`src/rtl/core/ypid_pkg.sv`:
```
// Shared constants for the yaw PID controller: register indexes, widths and angle limits.
package ypid_pkg;

    // Configuration register indexes
    localparam logic [2:0] REG_PROP_GAIN   = 3'd0;
    localparam logic [2:0] REG_INTEG_GAIN  = 3'd1;
    localparam logic [2:0] REG_DERIV_GAIN  = 3'd2;
    localparam logic [2:0] REG_DEAD_BAND   = 3'd3;
    localparam logic [2:0] REG_EDGE_MARGIN = 3'd4;
    localparam logic [2:0] REG_YAW_MODE    = 3'd5;

    // Port widths
    localparam int CFG_IDX_W  = 3;
    localparam int CFG_DATA_W = 14;
    localparam int S_DATA_W   = 48;
    localparam int M_DATA_W   = 40;

    // Register reset values and the lowest accepted proportional gain
    localparam logic [12:0] PROP_GAIN_RST   = 13'd768;
    localparam logic [12:0] PROP_GAIN_MIN   = 13'd32;
    localparam logic [10:0] DEAD_BAND_RST   = 11'd10;
    localparam logic [9:0]  EDGE_MARGIN_RST = 10'd50;

    // Angle limits in tenths of a degree
    localparam logic signed [13:0] HALF_TURN    = 14'sd1800;
    localparam logic signed [13:0] FULL_TURN    = 14'sd3600;
    localparam logic signed [13:0] TWO_TURNS    = 14'sd7200;
    localparam logic signed [13:0] QUARTER_TURN = 14'sd900;

    // Derivative is skipped for steps at or below this
    localparam logic [15:0] DT_MIN_DERIV = 16'd66;

    // Integral and output limits
    localparam logic signed [40:0] INTEG_MAX = 41'sd549755813887;
    localparam logic signed [35:0] VEL_MAX   = 36'sd2147483647;

    // Divider length: 26 product bits and 32 scale bits
    localparam int DIV_BITS = 58;

endpackage

```
`src/rtl/core/yaw_pid_with_unwind.sv`:
```
// Yaw PID controller with dead band, angle wrap, unwinding and a shared multiply/divide sequencer.
//
//  Channel | Direction | Handshake             | Payload
//  s_      | in        | s_tvalid / s_tready   | s_tdata: target, measured, travel, unwind, dt
//  m_      | out       | m_tvalid / m_tready   | m_tdata: velocity, unwinding_out
//  cfg_    | in        | cfg_valid / cfg_ready | cfg_index, cfg_data
//
// When the derivative runs, the restoring divider for the derivative term retires
// one quotient bit a cycle over 58 bits. With dt at or below 66 the divider is
// skipped, and in the dead band the multiplies are skipped and the velocity is zero.
// s_tready is high only while idle; a finished result holds in m_tdata until taken.
// Reset (aresetn low, synchronous) restores the registers and clears the integral
// and the previous error. cfg_ready is always high.
module yaw_pid_with_unwind (
    input  logic                             aclk,
    input  logic                             aresetn,
    input  logic                             s_tvalid,
    output logic                             s_tready,
    // [11:0] target_angle, [23:12] measured_angle, [25:24] travel_sign,
    // [26] unwinding_in, [42:27] step_time, [47:43] zero
    input  logic [ypid_pkg::S_DATA_W-1:0]    s_tdata,
    output logic                             m_tvalid,
    input  logic                             m_tready,
    // [31:0] velocity, [32] unwinding_out, [39:33] zero
    output logic [ypid_pkg::M_DATA_W-1:0]    m_tdata,
    input  logic                             cfg_valid,
    output logic                             cfg_ready,
    input  logic [ypid_pkg::CFG_IDX_W-1:0]   cfg_index,
    input  logic [ypid_pkg::CFG_DATA_W-1:0]  cfg_data
);

    typedef enum logic [3:0] {
        S_IDLE, S_ERR, S_M0, S_M1, S_M2, S_M3, S_M4, S_M5,
        S_DSET, S_DIV, S_ADDD, S_FIN, S_OUT
    } state_t;

    state_t state_reg;

    // Configuration
    logic [12:0]        prop_gain_reg;
    logic signed [13:0] integ_gain_reg;
    logic signed [13:0] deriv_gain_reg;
    logic [10:0]        dead_band_reg;
    logic [9:0]         edge_margin_reg;
    logic               yaw_mode_reg;

    // Controller state
    logic signed [39:0] integral_reg;
    logic signed [12:0] last_error_reg;

    // Captured input word
    logic signed [11:0] want_reg;
    logic signed [11:0] cur_reg;
    logic [1:0]         sgn_reg;
    logic               unw_in_reg;
    logic [15:0]        dt_reg;

    // Working registers
    logic signed [12:0] e_reg;
    logic               unw_reg;
    logic signed [34:0] prod_reg;
    logic signed [59:0] acc_reg;
    logic [ypid_pkg::DIV_BITS-1:0] nq_reg;
    logic [15:0]        rem_reg;
    logic [5:0]         cnt_reg;
    logic               dneg_reg;
    logic signed [31:0] vel_reg;

    // Error forming, wrap and unwind decision
    logic signed [12:0] want13, cur13, acur, seam_lim, quart_lim, e_raw;
    logic signed [13:0] e14, e_wrap, e_neg, e_pos, e_sel;
    logic               near_seam, want_mid, pos_trav, neg_trav, need, unw_sel;
    logic signed [12:0] e_new;
    logic [11:0]        e_abs;
    logic               in_band;

    always_comb begin
        want13    = {want_reg[11], want_reg};
        cur13     = {cur_reg[11], cur_reg};
        e_raw     = want13 - cur13;
        acur      = cur13[12] ? -cur13 : cur13;
        seam_lim  = 13'(ypid_pkg::HALF_TURN) - $signed({3'b000, edge_margin_reg});
        quart_lim = 13'(ypid_pkg::QUARTER_TURN) - $signed({3'b000, edge_margin_reg});
        near_seam = acur > seam_lim;
        want_mid  = (want13 >= -13'(ypid_pkg::QUARTER_TURN))
                 && (want13 <= 13'(ypid_pkg::QUARTER_TURN));
        pos_trav  = (sgn_reg == 2'b01);
        neg_trav  = sgn_reg[1];
        need      = want_mid && ((pos_trav && (near_seam || cur13 < -quart_lim))
                              || (neg_trav && (near_seam || cur13 > quart_lim)));
        e14       = {e_raw[12], e_raw};
        // Wrap into the half-turn range
        if (e14 < -ypid_pkg::HALF_TURN) begin
            e_wrap = e14 + ypid_pkg::FULL_TURN;
        end else if (e14 > ypid_pkg::HALF_TURN) begin
            e_wrap = e14 - ypid_pkg::FULL_TURN;
        end else begin
            e_wrap = e14;
        end
        // Force negative
        if (e14 < 0) begin
            e_neg = e14;
        end else if (e14 < ypid_pkg::FULL_TURN) begin
            e_neg = e14 - ypid_pkg::FULL_TURN;
        end else begin
            e_neg = e14 - ypid_pkg::TWO_TURNS;
        end
        // Force positive
        if (e14 > 0) begin
            e_pos = e14;
        end else if (e14 > -ypid_pkg::FULL_TURN) begin
            e_pos = e14 + ypid_pkg::FULL_TURN;
        end else begin
            e_pos = e14 + ypid_pkg::TWO_TURNS;
        end
        // Select by mode and unwind state
        if (!yaw_mode_reg) begin
            e_sel   = e14;
            unw_sel = unw_in_reg;
        end else if (!need && !unw_in_reg) begin
            e_sel   = e_wrap;
            unw_sel = 1'b0;
        end else begin
            unw_sel = 1'b1;
            if (pos_trav && need) begin
                e_sel = e_neg;
            end else if (neg_trav) begin
                e_sel = e_pos;
            end else begin
                e_sel = e14;
            end
        end
        e_new   = e_sel[12:0];
        e_abs   = e_new[12] ? 12'(-e_new) : e_new[11:0];
        in_band = e_abs < {1'b0, dead_band_reg};
    end

    // Shared multiplier operands
    logic signed [13:0] mul_a;
    logic signed [20:0] mul_b;
    logic signed [13:0] diff;
    logic signed [34:0] mul_p;

    always_comb begin
        diff = {e_reg[12], e_reg} - {last_error_reg[12], last_error_reg};
        case (state_reg)
            S_M0: begin
                mul_a = {e_reg[12], e_reg};
                mul_b = $signed({5'b0, dt_reg});
            end
            S_M2: begin
                mul_a = integ_gain_reg;
                mul_b = $signed({1'b0, integral_reg[19:0]});
            end
            S_M3: begin
                mul_a = integ_gain_reg;
                mul_b = {integral_reg[39], integral_reg[39:20]};
            end
            S_M4: begin
                mul_a = $signed({1'b0, prop_gain_reg});
                mul_b = {{8{e_reg[12]}}, e_reg};
            end
            S_M5: begin
                mul_a = deriv_gain_reg;
                mul_b = {{7{diff[13]}}, diff};
            end
            default: begin
                mul_a = '0;
                mul_b = '0;
            end
        endcase
        mul_p = mul_a * mul_b;
    end

    // Integral update with saturation and sign clear
    logic signed [40:0] isum, isat;
    logic signed [39:0] inew;

    always_comb begin
        isum = {integral_reg[39], integral_reg} + {{6{prod_reg[34]}}, prod_reg};
        if (isum > ypid_pkg::INTEG_MAX) begin
            isat = ypid_pkg::INTEG_MAX;
        end else if (isum < -ypid_pkg::INTEG_MAX) begin
            isat = -ypid_pkg::INTEG_MAX;
        end else begin
            isat = isum;
        end
        if ((!e_reg[12] && e_reg != 0 && isat < 0) || (e_reg[12] && isat > 0)) begin
            inew = '0;
        end else begin
            inew = isat[39:0];
        end
    end

    // Divider step and derivative term
    logic [16:0]        trial;
    logic               qbit;
    logic [15:0]        rem_new;
    logic signed [34:0] pmag;
    logic signed [59:0] dval;
    logic signed [59:0] prod_ext;

    always_comb begin
        trial    = {rem_reg, nq_reg[ypid_pkg::DIV_BITS-1]};
        qbit     = trial >= {1'b0, dt_reg};
        rem_new  = qbit ? 16'(trial - {1'b0, dt_reg}) : trial[15:0];
        pmag     = prod_reg[34] ? -prod_reg : prod_reg;
        dval     = dneg_reg ? -$signed({2'b00, nq_reg}) : $signed({2'b00, nq_reg});
        prod_ext = {{25{prod_reg[34]}}, prod_reg};
    end

    // Scale down toward zero and saturate
    logic signed [59:0] acc_adj, acc_shr;
    logic signed [35:0] vq;
    logic signed [31:0] vsat;

    always_comb begin
        acc_adj = acc_reg + (acc_reg[59] ? 60'sd16777215 : 60'sd0);
        acc_shr = acc_adj >>> 24;
        vq      = acc_shr[35:0];
        if (vq > ypid_pkg::VEL_MAX) begin
            vsat = 32'(ypid_pkg::VEL_MAX);
        end else if (vq < -ypid_pkg::VEL_MAX) begin
            vsat = 32'(-ypid_pkg::VEL_MAX);
        end else begin
            vsat = vq[31:0];
        end
    end

    // Sequencer, configuration and state
    always_ff @(posedge aclk) begin
        if (!aresetn) begin
            state_reg       <= S_IDLE;
            prop_gain_reg   <= ypid_pkg::PROP_GAIN_RST;
            integ_gain_reg  <= '0;
            deriv_gain_reg  <= '0;
            dead_band_reg   <= ypid_pkg::DEAD_BAND_RST;
            edge_margin_reg <= ypid_pkg::EDGE_MARGIN_RST;
            yaw_mode_reg    <= 1'b1;
            integral_reg    <= '0;
            last_error_reg  <= '0;
        end else begin
            // Register writes
            if (cfg_valid) begin
                case (cfg_index)
                    ypid_pkg::REG_PROP_GAIN: begin
                        if (cfg_data[12:0] >= ypid_pkg::PROP_GAIN_MIN) begin
                            prop_gain_reg <= cfg_data[12:0];
                        end
                    end
                    ypid_pkg::REG_INTEG_GAIN:  integ_gain_reg  <= $signed(cfg_data);
                    ypid_pkg::REG_DERIV_GAIN:  deriv_gain_reg  <= $signed(cfg_data);
                    ypid_pkg::REG_DEAD_BAND:   dead_band_reg   <= cfg_data[10:0];
                    ypid_pkg::REG_EDGE_MARGIN: edge_margin_reg <= cfg_data[9:0];
                    ypid_pkg::REG_YAW_MODE:    yaw_mode_reg    <= cfg_data[0];
                    default: ;
                endcase
            end

            case (state_reg)
                S_IDLE: begin
                    if (s_tvalid) begin
                        want_reg   <= $signed(s_tdata[11:0]);
                        cur_reg    <= $signed(s_tdata[23:12]);
                        sgn_reg    <= s_tdata[25:24];
                        unw_in_reg <= s_tdata[26];
                        dt_reg     <= s_tdata[42:27];
                        state_reg  <= S_ERR;
                    end
                end
                S_ERR: begin
                    e_reg   <= e_new;
                    unw_reg <= unw_sel;
                    if (in_band) begin
                        vel_reg   <= '0;
                        state_reg <= S_OUT;
                    end else begin
                        state_reg <= S_M0;
                    end
                end
                S_M0: begin
                    prod_reg  <= mul_p;
                    state_reg <= S_M1;
                end
                S_M1: begin
                    integral_reg <= inew;
                    state_reg    <= S_M2;
                end
                S_M2: begin
                    prod_reg  <= mul_p;
                    state_reg <= S_M3;
                end
                S_M3: begin
                    acc_reg   <= prod_ext;
                    prod_reg  <= mul_p;
                    state_reg <= S_M4;
                end
                S_M4: begin
                    acc_reg   <= acc_reg + (prod_ext <<< 20);
                    prod_reg  <= mul_p;
                    state_reg <= S_M5;
                end
                S_M5: begin
                    acc_reg  <= acc_reg + (prod_ext <<< 16);
                    prod_reg <= mul_p;
                    if (dt_reg > ypid_pkg::DT_MIN_DERIV) begin
                        state_reg <= S_DSET;
                    end else begin
                        state_reg <= S_FIN;
                    end
                end
                S_DSET: begin
                    dneg_reg  <= prod_reg[34];
                    nq_reg    <= {pmag[25:0], 32'b0};
                    rem_reg   <= '0;
                    cnt_reg   <= '0;
                    state_reg <= S_DIV;
                end
                S_DIV: begin
                    rem_reg <= rem_new;
                    nq_reg  <= {nq_reg[ypid_pkg::DIV_BITS-2:0], qbit};
                    cnt_reg <= cnt_reg + 6'd1;
                    if (cnt_reg == 6'(ypid_pkg::DIV_BITS - 1)) begin
                        state_reg <= S_ADDD;
                    end
                end
                S_ADDD: begin
                    acc_reg   <= acc_reg + dval;
                    state_reg <= S_FIN;
                end
                S_FIN: begin
                    vel_reg        <= vsat;
                    last_error_reg <= e_reg;
                    state_reg      <= S_OUT;
                end
                S_OUT: begin
                    if (m_tready) begin
                        state_reg <= S_IDLE;
                    end
                end
                default: state_reg <= S_IDLE;
            endcase
        end
    end

    // Handshakes and result word
    assign s_tready  = (state_reg == S_IDLE);
    assign m_tvalid  = (state_reg == S_OUT);
    assign m_tdata   = {7'b0, unw_reg, vel_reg};
    assign cfg_ready = 1'b1;

endmodule
```
`config.mk`:
```
export PLATFORM = sky130hd
export DESIGN_NAME = yaw_pid_with_unwind
export DESIGN_NICKNAME = d
export VERILOG_FILES = /design/src/rtl/core/ypid_pkg.sv /design/src/rtl/core/yaw_pid_with_unwind.sv
export SDC_FILE = /design/constraint.sdc
export NUM_CORES = 2
export LEC_CHECK = 0
export BUFFER_PORTS_ARGS = -buffer_cell sky130_fd_sc_hd__buf_2
export CORE_AREA = 2 2 357 359
export CTS_BUF_LIST = sky130_fd_sc_hd__clkbuf_4 sky130_fd_sc_hd__clkbuf_8
export DETAILED_ROUTE_END_ITERATION = 12
export DIE_AREA = 0 0 359 361
export PLACE_DENSITY = 0.54
export RECOVER_POWER = 100
export SYNTH_ARGS = -nofsm -noshare
export SYNTH_HDL_FRONTEND = slang
export SYNTH_SLANG_ARGS = --single-unit
```
`constraint.sdc`:
```
create_clock -name aclk -period 10.16 [get_ports aclk]
set_input_delay 2.032 -clock aclk [delete_from_list [all_inputs] [get_ports aclk]]
set_output_delay 2.032 -clock aclk [all_outputs]
set_load 0.005 [all_outputs]
```
==> summary.md <==
| Metric | Value |
|---|---|
| Result of the run | finished, violations left |
| Violated checks | max-capacitance violations, max-slew violations |
| Via count of the first global-routing pass | 37.1k |
| Highest clock rate | 0.104 GHz |
| Number of enable-type register cells in the synthesized netlist | 265 |
| Leakage power | 20.1 nW |
| Highest metal layer used by the detailed router | met4 |
| Largest net degree at the start of global routing | 73 |
| # DRC | 0 |
| Sequential cell area | 0.0104 mm^2 |
| Min-Delay Path Depth | 2 |
| Area of combinational cells with multiple inputs | 0.0308 mm^2 |
| Root Buffer Master | clkbuf_8 |
| Area of the core region | 0.125 mm^2 |
| Post-Synthesis Cell Area | 0.0437 mm^2 |
| Number of warnings printed during yosys synthesis | 0 |
| Met2 WL | 65100 um |
| Final period utilization | 0.951 |
| Vias | 38.1k |
| Global Route Usage Sum | 0.217 |
| Net switching power | 3.61 mW |
| Placed cells | 6783 |
| Actual transition at the worst max-transition pin | 3.65 ns |
| Number of fill cells in the layout | 12.9k |
| Max-cap viol count | 10 |
| Reg-to-reg critical path endpoint | prod_reg[32]$_DFFE_PP_ |
| Seq cells post-synth | 385 |
| Sequential power share | 0.274 |
| Clk Latency, worst-skew pair | 0.78 ns |
| Endpoints failing hold | 0 |
| # IOs | 113 |
| Most common cell on crit path | fa_1 |
| Filler-free cell count of the finished design | 6929 |
| Routed WL per cell | 20.7 um |
| Combinational power share | 0.494 |
| Setup violation total in the final timing report | 0 |
| Post-DP Area | 0.0463 mm^2 |
| Cell with the largest stage delay on the worst path | nor3_2 |
| Drt pass-1 iters | 6 |
| Worst hold slack | 0.465 ns |
| Cell with the most instances after synthesis | nand2_1 |
| Hold path start | integ_gain_reg[13]$_SDFFE_PN0P_ |
| Die Wd | 359 um |
| Commonest cells in the netlist | nand2_1, inv_1, nor2_1, ha_1, o21ai_0 |
| Global-route wire length before repair | 220000 um |
| Buffer depth of the longest clock path | 3 |
| Dominant cells by area after synthesis | edfxtp_1, fa_1, ha_1 |
| Endpoint class of the critical path | register |
| Avg Vias per Cell | 5.50 |
| Unrepaired setup endpoints after global routing | false |
| Total negative slack for setup checks | 0 ns |
| Max reg flops | 60 |
| Clock group share of total power | 0.232 |
| Grt total ovfl | 0 |
| Highest ir drop seen on vdd | 0.000101 V |
| Data required time at the worst endpoint | 10.66 ns |
| Endpoint arrival time on the critical path | 10.16 ns |
| Layout cells sized above 1 | 0.0726 |
| Met1 wire length | 66000 um |
| Top-area cell type share of the netlist area | 0.182 |
| Gpl congestion | 0.935 |
| Clk slew on worst S/H paths | 0.06 ns |
| Depth of the worst register-to-register path | 30 |
| Pwr/cell area | 167 mW/mm^2 |
| Dpl hpwl | 112000 um |
| Most area-hungry cell type in the Yosys netlist | edfxtp_1 |
| Total of buffers placed on input and output ports | 99 |
| Async set or reset register ratio after synthesis | 0 |
| Area overhead of the layout relative to synthesis | 9.78% |
| Hold WC Path Type | reg -> reg |
| Count of final max-slew check failures | 419 |
| Top cell family by delay on the critical path | adder cells |
| Maximum fanout along the worst path | 14 |
| Minimum clock period after layout | 9.66 ns |
| Die Area | 0.130 mm^2 |
| Drt initial violations | 2835 |
| Kind of launch point of the worst setup path | register |
| Final Total Pwr | 8.03 mW |
| Clock tree from TritonCTS | built |
| Buffering stage count on the worst path with inverters included | 6 |
| Reg-to-reg startpoint | state_reg[0]$_SDFFE_PN0P_ |
| Library cells used by synthesis | 107 |
| Routed wire length | 144000 um |
| Max Clock Skew | 0.0466 ns |
| Overall die height | 361 um |
| Metal3 WL | 7510 um |
| Switching part of the total | 0.450 |
| Sinks on Clock Net | 385 |
| Int Power | 4.42 mW |
| Inserted Clock Buffers | 78 |
| Initial Util | 0.349 |
| Initial antenna violation count | 4 |
| H-tree levels | 3 |
| Worst-case register-to-register setup slack | 0.50 ns |
| Post-DRT Antenna Nets | 0 |
| Number of rows created at floorplan | 130 |
| Maximum cell stage delay along the critical path | 0.74 ns |
| Synthesized area per cell | 8.52 um^2 |
| Hold EP | integ_gain_reg[13]$_SDFFE_PN0P_ |
| Cell count after synthesis | 5131 |
| Sequential area share after synthesis | 0.237 |
| Final net count | 5949 |
| Worst slew slack as a fraction of its limit | -1.43 |
| Type of the worst setup path | reg -> reg |
| Final Cell Area | 0.0480 mm^2 |
| Ys flop type | edfxtp_1 |
==> worst min-delay path, stage by stage (launching register included) <==
cell,delay (ns)
dfxtp_1,0.31
nand2_1,0.04
a21boi_0,0.06
==> cell type report <==
cell class	count	share of cell area
Clock inverter	35	0.00855
Inverter	485	0.0379
Multi-Input combinational cell	4060	0.642
Tap cell	1650	0.0430
Sequential cell	385	0.216
Clock buffer	108	0.0278
Antenna cell	2	0.000104
Timing Repair Buffer	204	0.0250
==> cells in the final DEF, fill, tap and decap left out, types with 20 or more instances in the layout <==
| cell | instances |
|---|---|
| a211oi_1 | 40 |
| a21boi_0 | 67 |
| a21o_1 | 144 |
| a21oi_1 | 311 |
| a221oi_1 | 25 |
| a31oi_1 | 35 |
| and2_1 | 32 |
| and3_1 | 76 |
| buf_2 | 80 |
| buf_4 | 83 |
| clkbuf_1 | 39 |
| clkbuf_4 | 25 |
| clkbuf_8 | 84 |
| dfxtp_1 | 119 |
| edfxtp_1 | 265 |
| fa_1 | 286 |
| ha_1 | 378 |
| inv_1 | 481 |
| mux2i_1 | 50 |
| nand2_1 | 612 |
| nand2b_1 | 49 |
| nand3_1 | 101 |
| nand4_1 | 42 |
| nor2_1 | 397 |
| nor2b_1 | 54 |
| nor3_1 | 78 |
| nor4_1 | 32 |
| o2111ai_1 | 20 |
| o211ai_1 | 24 |
| o21a_1 | 38 |
| o21ai_0 | 322 |
| o21bai_1 | 46 |
| o31ai_1 | 42 |
| or2_2 | 26 |
| or3_1 | 36 |
| xnor2_1 | 234 |
| xor2_1 | 133 |
==> routing by layer <==
metal  global-route usage  up-vias
li1                     -    18200
met1                0.296    18700
met2                0.354      979
met3               0.0307      220
met4               0.0739        0
met5                    0        -
==> power by group through the flow <==
stage / sequential [mW] / clock, mW / combinational [mW]
2_1_floorplan: 2.08 / 0 / 2.80
3_3_place_gp: 2.21 / 0 / 3.91
3_5_place_dp: 2.21 / 0 / 3.93
4_1_cts: 2.18 / 1.92 / 3.95
5_1_grt: 2.21 / 1.98 / 4.39
6_report: 2.20 / 1.86 / 3.97
==> through the flow <==
| step | utilization | setup slack [ns] |
|---|---|---|
| 6_report | 0.383 | 0.502 |
| 5_1_grt | 0.383 | 0.0313 |
| 4_1_cts | 0.383 | 0.265 |
| 3_5_place_dp | 0.369 | 0.318 |
| 3_3_place_gp | 0.369 | 0.385 |
| 2_1_floorplan | - | 0.918 |
==> timing repair <==
item	in CTS	in global routing
resized for setup	0	13
buffers inserted	0	1
hold buffers	0	0
endpoints found under the setup margin	0	7
==> kinds of logic (layout without fill, tap and decap cells) <==
| group | count (synthesis) | in the layout | synth area share |
|---|---|---|---|
| adder cells (fa/ha/maj) | 666 | 666 | 0.240 |
| buffers and inverters | 692 | 832 | 0.0611 |
| XOR/XNOR | 369 | 369 | 0.0747 |
| AND/OR/NAND/NOR | 1611 | 1611 | 0.171 |
| other | 2 | 10 | 0.000172 |
| flip-flops | 385 | 385 | 0.237 |
| multiplexers | 56 | 56 | 0.0130 |
| AO/OA/AOI/OAI | 1350 | 1350 | 0.204 |
==> worst max path at each step <==
stage                                         start                      to  cells after the start
after floorplan                  e_reg[1]$_DFFE_PP_  prod_reg[32]$_DFFE_PP_                     35
after global placement           e_reg[0]$_DFFE_PP_  prod_reg[32]$_DFFE_PP_                     41
after detailed placement         e_reg[0]$_DFFE_PP_  prod_reg[32]$_DFFE_PP_                     41
after CTS                        e_reg[0]$_DFFE_PP_  prod_reg[32]$_DFFE_PP_                     41
after global routing             e_reg[1]$_DFFE_PP_  prod_reg[32]$_DFFE_PP_                     36
final                     state_reg[0]$_SDFFE_PN0P_  prod_reg[32]$_DFFE_PP_                     30
(Power assumes the default switching activity.)
